### config.mk
export PLATFORM = sky130hd
export DESIGN_NAME = json_string_escaper_unit
export DESIGN_NICKNAME = d
export VERILOG_FILES = /design/src/rtl/jse_pkg.sv /design/src/rtl/jse_front.sv /design/src/rtl/jse_queue.sv /design/src/rtl/jse_back.sv /design/src/rtl/json_string_escaper_unit.sv
export SDC_FILE = /design/constraint.sdc
export NUM_CORES = 1
export LEC_CHECK = 0
export BUFFER_PORTS_ARGS = -buffer_cell sky130_fd_sc_hd__buf_2
export CORE_ASPECT_RATIO = 1.5
export CORE_MARGIN = 4
export CORE_UTILIZATION = 64
export CTS_BUF_LIST = sky130_fd_sc_hd__clkbuf_4 sky130_fd_sc_hd__clkbuf_8
export DETAILED_ROUTE_END_ITERATION = 8
export GPL_TIMING_DRIVEN = 0
export PLACE_DENSITY_LB_ADDON = 0.2
export SLEW_MARGIN = 20
export SYNTH_ARGS = -nofsm -noshare
export SYNTH_HDL_FRONTEND = slang
export SYNTH_SLANG_ARGS = --single-unit
export TNS_END_PERCENT = 20
### constraint.sdc
create_clock -name clock -period 4 [get_ports clock]
set_input_delay 0.2 -clock clock [delete_from_list [all_inputs] [get_ports clock]]
set_output_delay 0.2 -clock clock [all_outputs]
set_load 0.05 [all_outputs]
### src/rtl/jse_pkg.sv
package jse_pkg;

   // Request kinds carried on the input tuser.
   localparam logic [1:0] REQ_START = 2'd0;
   localparam logic [1:0] REQ_BYTE  = 2'd1;
   localparam logic [1:0] REQ_END   = 2'd2;

   // Default number of jobs held between the front and the back.
   localparam int QUEUE_DEPTH_DEFAULT = 2;

   // Characters used by the escaper.
   localparam logic [7:0] CH_QUOTE = 8'h22;
   localparam logic [7:0] CH_BSLASH = 8'h5C;
   localparam logic [7:0] CH_U = 8'h75;

   // One classified request: up to two u escapes, then an optional
   // tail character that may carry a backslash in front of it.
   typedef struct packed {
      logic [1:0]  n_units;
      logic [15:0] unit0;
      logic [15:0] unit1;
      logic        tail_en;
      logic        pre_esc;
      logic [7:0]  tail_char;
      logic        done;
   } jse_job_type;

   // Lowercase hex digit for a nibble.
   function automatic logic [7:0] hex_char(input logic [3:0] v);
      logic [7:0] r;
      if (v < 4'd10) begin
         r = 8'h30 + {4'd0, v};
      end else begin
         r = 8'h57 + {4'd0, v};
      end
      return r;
   endfunction

endpackage

### src/rtl/jse_front.sv
module jse_front (
   input  logic                clock,
   input  logic                reset,
   input  logic                escape_utf8,
   input  logic                req_tvalid,
   output logic                req_tready,
   input  logic [1:0]          req_type,
   input  logic [7:0]          byte_value,
   input  logic                queue_full,
   output logic                push,
   output jse_pkg::jse_job_type push_job
);
   import jse_pkg::*;

   logic [20:0] pending_code_ff, pending_code_in;
   logic [1:0]  bytes_left_ff, bytes_left_in;
   logic        accept;
   logic        has_job;
   logic [20:0] cont_code;
   jse_job_type job;

   // Fill in the u escape units for a code point, splitting into a
   // surrogate pair above the basic plane.
   function automatic jse_job_type code_units(input jse_job_type base,
                                              input logic [20:0] cp);
      jse_job_type j;
      logic [20:0] v;
      j = base;
      v = cp - 21'h10000;
      if (cp[20:16] == 5'd0) begin
         j.n_units = 2'd1;
         j.unit0   = cp[15:0];
      end else begin
         j.n_units = 2'd2;
         j.unit0   = 16'hD800 | {5'd0, v[20:10]};
         j.unit1   = 16'hDC00 | {6'd0, v[9:0]};
      end
      return j;
   endfunction

   assign req_tready = !queue_full;
   assign accept     = req_tvalid && req_tready;
   assign cont_code  = {pending_code_ff[14:0], byte_value[5:0]};

   // Classify the request and work out the decoder state that follows it.
   always_comb begin
      job             = '0;
      has_job         = 1'b0;
      pending_code_in = pending_code_ff;
      bytes_left_in   = bytes_left_ff;
      unique case (req_type)
         REQ_START: begin
            has_job         = 1'b1;
            job.tail_en     = 1'b1;
            job.tail_char   = CH_QUOTE;
            pending_code_in = '0;
            bytes_left_in   = '0;
         end
         REQ_BYTE: begin
            if (bytes_left_ff != 2'd0) begin
               pending_code_in = cont_code;
               bytes_left_in   = bytes_left_ff - 2'd1;
               if (bytes_left_ff == 2'd1) begin
                  has_job         = 1'b1;
                  job             = code_units(job, cont_code);
                  pending_code_in = '0;
               end
            end else begin
               has_job = 1'b1;
               unique case (byte_value)
                  8'h22: begin job.tail_en = 1'b1; job.pre_esc = 1'b1; job.tail_char = 8'h22; end
                  8'h5C: begin job.tail_en = 1'b1; job.pre_esc = 1'b1; job.tail_char = 8'h5C; end
                  8'h08: begin job.tail_en = 1'b1; job.pre_esc = 1'b1; job.tail_char = 8'h62; end
                  8'h0C: begin job.tail_en = 1'b1; job.pre_esc = 1'b1; job.tail_char = 8'h66; end
                  8'h0A: begin job.tail_en = 1'b1; job.pre_esc = 1'b1; job.tail_char = 8'h6E; end
                  8'h0D: begin job.tail_en = 1'b1; job.pre_esc = 1'b1; job.tail_char = 8'h72; end
                  8'h09: begin job.tail_en = 1'b1; job.pre_esc = 1'b1; job.tail_char = 8'h74; end
                  default: begin
                     if (byte_value < 8'h20) begin
                        job.n_units = 2'd1;
                        job.unit0   = {8'd0, byte_value};
                     end else if (escape_utf8 && byte_value[7]) begin
                        // A lead byte opens a sequence and emits nothing yet.
                        has_job = 1'b0;
                        if (byte_value < 8'hE0) begin
                           pending_code_in = {16'd0, byte_value[4:0]};
                           bytes_left_in   = 2'd1;
                        end else if (byte_value < 8'hF0) begin
                           pending_code_in = {17'd0, byte_value[3:0]};
                           bytes_left_in   = 2'd2;
                        end else begin
                           pending_code_in = {18'd0, byte_value[2:0]};
                           bytes_left_in   = 2'd3;
                        end
                     end else begin
                        job.tail_en   = 1'b1;
                        job.tail_char = byte_value;
                     end
                  end
               endcase
            end
         end
         REQ_END: begin
            // Flush a sequence cut short, then close the string.
            has_job = 1'b1;
            if (bytes_left_ff != 2'd0) begin
               job = code_units(job, pending_code_ff);
            end
            job.tail_en     = 1'b1;
            job.tail_char   = CH_QUOTE;
            job.done        = 1'b1;
            pending_code_in = '0;
            bytes_left_in   = '0;
         end
         default: begin
            has_job = 1'b0;
         end
      endcase
   end

   assign push     = accept && has_job;
   assign push_job = job;

   // Decoder state advances only on an accepted request.
   always_ff @(posedge clock) begin
      if (reset) begin
         pending_code_ff <= '0;
         bytes_left_ff   <= '0;
      end else if (accept) begin
         pending_code_ff <= pending_code_in;
         bytes_left_ff   <= bytes_left_in;
      end
   end

endmodule

### src/rtl/jse_queue.sv
module jse_queue #(
   parameter int DEPTH = 2   // power of two, at least 2
) (
   input  logic                 clock,
   input  logic                 reset,
   input  logic                 push,
   input  jse_pkg::jse_job_type push_job,
   input  logic                 pop,
   output logic                 full,
   output logic                 not_empty,
   output jse_pkg::jse_job_type head_job
);
   import jse_pkg::*;

   localparam int PtrW = $clog2(DEPTH);
   localparam int CntW = $clog2(DEPTH + 1);

   jse_job_type            slots_ff [DEPTH];
   logic [PtrW-1:0]        wr_ptr_ff, rd_ptr_ff;
   logic [CntW-1:0]        count_ff, count_in;

   assign full      = (count_ff == CntW'(DEPTH));
   assign not_empty = (count_ff != '0);
   assign head_job  = slots_ff[rd_ptr_ff];

   always_comb begin
      count_in = count_ff;
      if (push && !pop) begin
         count_in = count_ff + 1'b1;
      end else if (pop && !push) begin
         count_in = count_ff - 1'b1;
      end
   end

   // Job storage.
   always_ff @(posedge clock) begin
      if (push) begin
         slots_ff[wr_ptr_ff] <= push_job;
      end
   end

   // Pointers and fill count.
   always_ff @(posedge clock) begin
      if (reset) begin
         wr_ptr_ff <= '0;
         rd_ptr_ff <= '0;
         count_ff  <= '0;
      end else begin
         if (push) begin
            wr_ptr_ff <= wr_ptr_ff + 1'b1;
         end
         if (pop) begin
            rd_ptr_ff <= rd_ptr_ff + 1'b1;
         end
         count_ff <= count_in;
      end
   end

endmodule

### src/rtl/jse_back.sv
module jse_back (
   input  logic                 clock,
   input  logic                 reset,
   input  logic                 job_valid,
   input  jse_pkg::jse_job_type job,
   output logic                 pop,
   output logic                 rsp_tvalid,
   input  logic                 rsp_tready,
   output logic [7:0]           out_char,
   output logic                 run_last,
   output logic                 string_done
);
   import jse_pkg::*;

   localparam logic [1:0] PH_UNIT = 2'd0;
   localparam logic [1:0] PH_PRE  = 2'd1;
   localparam logic [1:0] PH_TAIL = 2'd2;

   logic       first_ff;
   logic [1:0] phase_ff;
   logic       uidx_ff;
   logic [2:0] dig_ff;
   logic [1:0] cur_phase, next_phase;
   logic       cur_uidx, next_uidx;
   logic [2:0] cur_dig, next_dig;
   logic       advance, last_char;
   logic [15:0] unit;
   logic [3:0]  nib;
   logic [7:0]  ch;
   logic        rsp_tvalid_ff;
   logic [7:0]  out_char_ff;
   logic        run_last_ff, string_done_ff;

   // Position within the current job; a fresh job starts at its first phase.
   always_comb begin
      if (first_ff) begin
         cur_uidx = 1'b0;
         cur_dig  = 3'd0;
         if (job.n_units != 2'd0) begin
            cur_phase = PH_UNIT;
         end else if (job.pre_esc) begin
            cur_phase = PH_PRE;
         end else begin
            cur_phase = PH_TAIL;
         end
      end else begin
         cur_phase = phase_ff;
         cur_uidx  = uidx_ff;
         cur_dig   = dig_ff;
      end
   end

   // Character at the current position.
   always_comb begin
      unit = cur_uidx ? job.unit1 : job.unit0;
      unique case (cur_dig)
         3'd2:    nib = unit[15:12];
         3'd3:    nib = unit[11:8];
         3'd4:    nib = unit[7:4];
         default: nib = unit[3:0];
      endcase
      unique case (cur_phase)
         PH_UNIT: begin
            if (cur_dig == 3'd0) begin
               ch = CH_BSLASH;
            end else if (cur_dig == 3'd1) begin
               ch = CH_U;
            end else begin
               ch = hex_char(nib);
            end
         end
         PH_PRE:  ch = CH_BSLASH;
         default: ch = job.tail_char;
      endcase
   end

   // Step to the next position, or mark the job finished.
   always_comb begin
      next_phase = cur_phase;
      next_uidx  = cur_uidx;
      next_dig   = cur_dig;
      last_char  = 1'b0;
      unique case (cur_phase)
         PH_UNIT: begin
            if (cur_dig != 3'd5) begin
               next_dig = cur_dig + 3'd1;
            end else if (!cur_uidx && job.n_units == 2'd2) begin
               next_uidx = 1'b1;
               next_dig  = 3'd0;
            end else if (job.tail_en) begin
               next_phase = job.pre_esc ? PH_PRE : PH_TAIL;
            end else begin
               last_char = 1'b1;
            end
         end
         PH_PRE:  next_phase = PH_TAIL;
         default: last_char = 1'b1;
      endcase
   end

   assign advance = job_valid && (!rsp_tvalid_ff || rsp_tready);
   assign pop     = advance && last_char;

   // Sequencer position.
   always_ff @(posedge clock) begin
      if (reset) begin
         first_ff <= 1'b1;
         phase_ff <= PH_UNIT;
         uidx_ff  <= 1'b0;
         dig_ff   <= 3'd0;
      end else if (advance) begin
         first_ff <= last_char;
         phase_ff <= next_phase;
         uidx_ff  <= next_uidx;
         dig_ff   <= next_dig;
      end
   end

   // Output register.
   always_ff @(posedge clock) begin
      if (reset) begin
         rsp_tvalid_ff <= 1'b0;
      end else if (advance) begin
         rsp_tvalid_ff <= 1'b1;
      end else if (rsp_tready) begin
         rsp_tvalid_ff <= 1'b0;
      end
   end

   always_ff @(posedge clock) begin
      if (advance) begin
         out_char_ff    <= ch;
         run_last_ff    <= last_char;
         string_done_ff <= last_char && job.done;
      end
   end

   assign rsp_tvalid  = rsp_tvalid_ff;
   assign out_char    = out_char_ff;
   assign run_last    = run_last_ff;
   assign string_done = string_done_ff;

   // The closing quote ends its request.
   a_done_is_quote: assert property (@(posedge clock) disable iff (reset)
      rsp_tvalid_ff && string_done_ff |-> run_last_ff && out_char_ff == CH_QUOTE)
      else $error("closing quote malformed");

   // A job is retired only while one is present.
   a_pop_needs_job: assert property (@(posedge clock) disable iff (reset)
      pop |-> job_valid)
      else $error("pop without a job");

   // The digit counter never runs past the last hex digit.
   a_dig_range: assert property (@(posedge clock) disable iff (reset)
      !first_ff |-> dig_ff <= 3'd5)
      else $error("digit counter out of range");

endmodule

### src/rtl/json_string_escaper_unit.sv
// The first character of a request reaches rsp via the job queue and then the
// back output register. Throughput: one character per cycle while rsp_tready
// allows, set by the back sequencer; a request holds it for each character it
// expands into. The front accepts until the job queue (QUEUE_DEPTH jobs) fills.
// Reset (synchronous, active high) clears the UTF-8 escape mode, the UTF-8
// decoder state, the job queue and the output register.
module json_string_escaper_unit #(
   parameter int QUEUE_DEPTH = jse_pkg::QUEUE_DEPTH_DEFAULT
) (
   input  logic       clock,
   input  logic       reset,
   input  logic       csr_wr_en,
   input  logic       csr_wr_data,
   input  logic       req_tvalid,
   output logic       req_tready,
   input  logic [7:0] req_tdata,    // [7:0] byte_value
   input  logic [1:0] req_tuser,    // [1:0] req_type
   output logic       rsp_tvalid,
   input  logic       rsp_tready,
   output logic [7:0] rsp_tdata,    // [7:0] out_char
   output logic       rsp_tlast,
   output logic       rsp_tuser     // [0] string_done
);
   import jse_pkg::*;

   logic        escape_utf8_ff;
   logic        queue_full, queue_not_empty;
   logic        push, pop;
   jse_job_type push_job, head_job;

   // Configuration register.
   always_ff @(posedge clock) begin
      if (reset) begin
         escape_utf8_ff <= 1'b0;
      end else if (csr_wr_en) begin
         escape_utf8_ff <= csr_wr_data;
      end
   end

   jse_front u_front (
      .clock       (clock),
      .reset       (reset),
      .escape_utf8 (escape_utf8_ff),
      .req_tvalid  (req_tvalid),
      .req_tready  (req_tready),
      .req_type    (req_tuser),
      .byte_value  (req_tdata),
      .queue_full  (queue_full),
      .push        (push),
      .push_job    (push_job)
   );

   jse_queue #(
      .DEPTH (QUEUE_DEPTH)
   ) u_queue (
      .clock     (clock),
      .reset     (reset),
      .push      (push),
      .push_job  (push_job),
      .pop       (pop),
      .full      (queue_full),
      .not_empty (queue_not_empty),
      .head_job  (head_job)
   );

   jse_back u_back (
      .clock       (clock),
      .reset       (reset),
      .job_valid   (queue_not_empty),
      .job         (head_job),
      .pop         (pop),
      .rsp_tvalid  (rsp_tvalid),
      .rsp_tready  (rsp_tready),
      .out_char    (rsp_tdata),
      .run_last    (rsp_tlast),
      .string_done (rsp_tuser)
   );

endmodule
Yosys cells after proc, flatten, opt, wreduce, memory -nomap -nowiden
Memories as Yosys holds them, arrays and structs flattened. A register that Yosys moved wholly into a read port is not among the register bits. Cells that the tools add are included.

Input port bits: 16. Register bits after elaboration: 46. Output and inout bits: 12. Memory bits (writable): 90. Memories kept: 1. Logic and storage cells: 156.

Eq/ne operators: 21. Order comparisons: 4. Add/subtract/negate cells: 10. Reduce and logical (&&, ||, !) cells: 29. Multiplexer cells: 77.

Memory list: u_queue.slots_ff (depth 2, width 45, rd ports 1, clocked after Yosys merged registers in 1, write ports 1, RTL line jse_queue.sv:18) `jse_job_type slots_ff [DEPTH];`.

Operators with widths (count): 21-bit 2-to-1 mux (6); 45-bit 2-to-1 mux (2); 18-bit 2-to-1 mux (4); 34-bit case mux with 2 select lines (1); 16-bit 2-to-1 mux (4); 8-bit case mux with 7 select lines (1); 21-bit case mux with 2 select lines (1); 21-bit by 17-bit subtractor with 21-bit output (second input constant) (2); 8-bit by 4-bit == test with 1-bit output (second input constant) (5); 8-bit 2-to-1 mux (5); 8-bit case mux with 2 select lines (2); 2-bit 2-to-1 mux (13); 1-bit 2-to-1 mux (23); 17-bit 2-to-1 mux (1); 8-bit < comparator (second input constant) (2); 3-bit 2-to-1 mux (4); 4-bit case mux with 3 select lines (1); 2-bit nonzero test (6); 5-bit logical NOT (2); 10-bit 2-to-1 mux (1); 1-bit case mux with 2 select lines (5); 1-bit logical AND (9); 7-bit by 4-bit adder with 8-bit output (first input constant) (1); 8-bit by 6-bit == test with 1-bit output (second input constant) (1); 25 further kinds (39).

Depth between registers and ports, before layout
Depth after elaboration: 11. Depth in mapped cells: 13. Depth with buffers taken out: 11.

Hierarchy
From an unflattened synthesis, not the netlist that was laid out.

Cells, all modules: 648. Area total of the unflattened synthesis: 7078.0 sq um.

By module, submodules not included: jse_queue (instances 1, cells an instance 162, area an instance 3469.6 sq um, seq. area each 2802.7 sq um); jse_front (instances 1, cells an instance 319, area an instance 2253.4 sq um, seq. area each 460.4 sq um); jse_back (instances 1, cells an instance 164, area an instance 1321.3 sq um, seq. area each 460.4 sq um); json_string_escaper_unit (instances 1, cells an instance 3, area an instance 33.8 sq um, seq. area each 20.0 sq um).

Worst setup path before layout
No wires, ideal clock.

Path kind: flip-flop to flip-flop. Start point: reg u_queue.count_ff[0]. End point: mem u_queue.slots_ff[0][0] (netlist name) (enable). Cell stages (with the launch flop): 5. Setup time: 0.440 ns. Path slack: 0.423 ns. Required time: 3.560 ns. Arrival time: 3.137 ns. Clock period less this slack: 3.577 ns. Path through: dfxtp_1 -> nand2b_1 -> nand3b_1 -> a21oi_1 -> nor2b_1.

Cells in the longest elaborated chain, start to end: 6.

RTL lines: start: declaration (RTL line jse_queue.sv:20) `logic [CntW-1:0] count_ff, count_in;`; start signal: assignment (RTL line jse_queue.sv:55) `count_ff <= count_in;`; 2-bit == test (RTL line jse_queue.sv:22) `assign full = (count_ff == CntW'(DEPTH));`; 1-bit logical NOT (RTL line jse_front.sv:41) `assign req_tready = !queue_full;`; named net req_tready (RTL line json_string_escaper_unit.sv:15) `output logic req_tready,`; 1-bit logical AND (RTL line jse_front.sv:42) `assign accept = req_tvalid && req_tready;`; 1-bit logical AND (RTL line jse_front.sv:121) `assign push = accept && has_job;`; named net push (RTL line json_string_escaper_unit.sv:28) `logic push, pop;`; 1-bit 2-to-1 mux (RTL line jse_queue.sv:37) `if (push) begin`; 1-bit 2-to-1 mux (implied by the code) (RTL line jse_queue.sv:38) `slots_ff[wr_ptr_ff] <= push_job;`; end: declaration (RTL line jse_queue.sv:18).

The timed path passes the listed nets, and every way through them passes these cells.

==> flow_metrics.py <==
metrics = {
    "placed_design": {
        "port_buffers": 22,
        "placed_cells": 725,
        "place_hpwl_um": 11000,
        "place.gp.congestion": 0.934,
    },
    "synth": {
        "yosys_register_bits": 125,
        "netlist_area_mm2": 0.00628,
        "ys_types": 62,
        "ys_seq_area_share_pct": 53.9,
        "synth_top_family_by_area": "simple AND/OR/NAND/NOR gates",
        "synth_simple_gate_area_share_pct": 16.6,
        "yosysWarningCount": 0,
        "syn-instance-count": 586,
        "async_reset_ff_share_pct": 0,
        "synth_compound_area_share_pct": 15.8,
        "muxShareOfSynthArea_pct": 7.09,
        "synth_edf_count": 88,
        "synthesis.nets": 611,
        "synthAdderAreaFrac_pct": 1.79,
        "synth.avg_cell_area_um2": 10.7,
        "synth_flop_cell": "edfxtp_1",
        "synth-xor-area-share_pct": 1.12,
    },
    "clock_tree": {
        "htree_levels": 4,
        "cts_setup_buffers": 0,
        "post_cts_resized": 0,
        "postCtsHoldBufs": 0,
        "cts-root-buf": "clkbuf_8",
        "numCtsBuffers": 17,
        "clockBufferDepth": 2,
        "path_clk_slew_ns": 0.07,
        "clock_latency_ns": 0.43,
        "cts_tree": "yes",
        "cts.sinks": 125,
    },
    "cells_and_area": {
        "drive_gt1_share_pct": 12.7,
        "utilization_pct": 72.3,
        "fin_nets": 654,
        "layoutNonFillerInstCount": 755,
        "diodes": 0,
        "synthToLayoutAreaGrowth_pct": 10.9,
    },
    "floorplan": {
        "ioPinCount": 28,
        "die_w_um": 88.9,
        "core_mm2": 0.00963,
        "row_count": 44,
        "start_util_pct": 65.2,
        "dieArea_mm2": 0.0115,
        "die_y_um": 129,
    },
    "route": {
        "drc": 0,
        "viasPerCell": 6.38,
        "drtAntennaViolNets": 0,
        "via_count": 4814,
        "routedWlPerCell_um": 19.7,
        "drtIter0Drc": 383,
        "totalWireLength_um": 14900,
        "drt_pass1_iterations": 5,
    },
    "power_and_ir_drop": {
        "ir_worst_vdd_uv": 333,
        "p_leak_nw": 2.29,
        "finalPower_mw": 3.09,
        "power_density_mw_per_mm2": 445,
    },
    "run": {
        "drv_cap": 0,
    },
    "grt": {
        "antenna_found_initial": 0,
        "grt_busiest_layer": "met2",
        "grt_max_degree": 33,
        "overflow": 0,
        "met3_usage_pct": 6.17,
        "grt_pass1_vias": 4720,
        "met2_usage_pct": 46.6,
        "grt_util_met1_pct": 30.7,
        "grt.total_usage_pct": 27.4,
        "grt_pass1_wl_um": 23600,
    },
    "sta": {
        "worst_slew_pin_slew_ns": 0.730,
        "finClkSkew_ns": 0.00909,
        "fin_crit_sh_pct": 81.4,
        "period_minus_slack_ns": 3.26,
        "fmax_mhz": 307,
        "finalHoldViolCount": 0,
        "drv_slew": 0,
        "whs_ns": 0.0495,
        "setup_viol": 0,
        "slew_headroom_pct": 51.0,
        "rsz0062_at_grt": "false",
    },
    "setup_path": {
        "path_class": "reg2reg",
        "critical_path.max_fanout": 10,
        "cp.required_ns": 4.36,
        "endpoint_kind": "flip-flop",
        "start_kind": "flip-flop",
        "cp.arrival_ns": 3.61,
        "r2r_cells": 11,
    },
    "worst_hold_path": {
        "worstHoldPathType": "in2reg",
        "hold-path-cell-count": 3,
    },
    "outcome": {
        "outcome": "finished, final reports clean",
    },
}
==> sequential cells by signal, indices dropped and copies added (netlist names), named ones only <==
name and cells:
u_queue.rd_ptr_ff 1, u_queue.slots_ff 78, u_front.pending_code_ff 21, u_back.first_ff 1, u_back.phase_ff 2, u_back.uidx_ff 1
u_queue.count_ff 2, escape_utf8_ff 1, u_back.string_done 1, u_queue.wr_ptr_ff 1, u_back.out_char 8, u_front.bytes_left_ff 2
u_back.run_last 1, u_back.dig_ff 3, u_back.rsp_tvalid 1
==> cells by family after synthesis <==
group                    after synthesis
multiplexers                          33
flip-flops                           125
AO/OA/AOI/OAI                        152
XOR/XNOR                               8
adder cells (fa/ha/maj)                9
AND/OR/NAND/NOR                      203
buffers and inverters                 56
==> final timing paths <==
path | from | end | slack [ns]
max | flip-flop | u_queue.count_ff[1] | 0.74
min | csr_wr_data | escape_utf8_ff | 0.05
max reg2reg | flip-flop | u_queue.count_ff[1] | 0.74
min reg2reg | u_front.pending_code_ff[16] | u_front.pending_code_ff[16] | 0.49
==> Yosys cell counts, types with 11 or more instances <==
cell type	instances	area [um2]
a21oi_1	58	290
a22oi_1	20	150
and2_1	11	68.8
clkbuf_1	27	101
dfxtp_1	37	741
edfxtp_1	88	2640
inv_1	19	71.3
mux2i_1	22	220
nand2_1	60	225
nand3_1	27	135
nor2_1	34	128
nor2b_1	23	144
nor3_1	14	70.1
o21ai_0	15	75.1
==> per-stage QoR <==
stage | setup TNS, ns | area [um2] | setup slack (ns)
2_1_floorplan | 0 | 6280 | 0.423
3_3_place_gp | -8.30 | 6530 | -0.216
3_5_place_dp | 0 | 6580 | 0.832
4_1_cts | 0 | 6960 | 0.818
5_1_grt | 0 | 6960 | 0.539
6_report | 0 | 6960 | 0.743
==> power breakdown <==
group / leakage, nW / internal [mW] / total, mW / switching, mW
registers: 1.09 / 1.48 / 1.52 / 0.0400
clock network: 0.195 / 0.619 / 1.05 / 0.432
logic: 1.00 / 0.160 / 0.523 / 0.363
total: 2.29 / 2.26 / 3.09 / 0.835
==> worst max-delay path, cell delays in order (launching register included) <==
cell	delay, ns
dfxtp_1	0.33
buf_6	0.14
buf_4	0.22
buf_4	0.25
mux2i_1	0.35
o21ai_0	0.17
a211oi_1	0.49
o21ai_1	0.32
ha_1	0.31
xor2_1	0.15
or3_1	0.31
a21oi_1	0.14
==> placed cells by master (no fill, tap or decap), drive strengths merged, types with 4 or more instances in the layout <==
| cell type | n |
|---|---|
| edfxtp | 88 |
| nand2 | 60 |
| a21oi | 58 |
| clkbuf | 47 |
| dfxtp | 37 |
| nor2 | 34 |
| buf | 34 |
| nand3 | 27 |
| nor2b | 23 |
| mux2i | 22 |
| a22oi | 20 |
| inv | 19 |
| o21ai | 17 |
| nor3 | 14 |
| and2 | 11 |
| mux4 | 9 |
| a21boi | 9 |
| ha | 9 |
| nand2b | 7 |
| o22ai | 7 |
| clkinv | 6 |
| a221oi | 5 |
| xor2 | 5 |
| a21o | 5 |
| nor4b | 5 |
| nand4 | 4 |
| a32oi | 4 |
==> metal layers <==
metal | routed length, um | vias to the layer above
met5 | 0 | -
met4 | 865 | 0
met3 | 938 | 76
met2 | 7600 | 228
met1 | 5470 | 2241
li1 | - | 2269
==> area by class of cell <==
class	instances	area, um2
clock inverters	10	124
inverters	19	71.3
plain buffers	37	161
fillers	677	2670
clock buffers	20	256
well taps	115	144
multi-input cells	405	2670
flip-flops and latches	125	3380
repair buffers	24	150
Note: power is estimated with default switching activity, not from simulation.
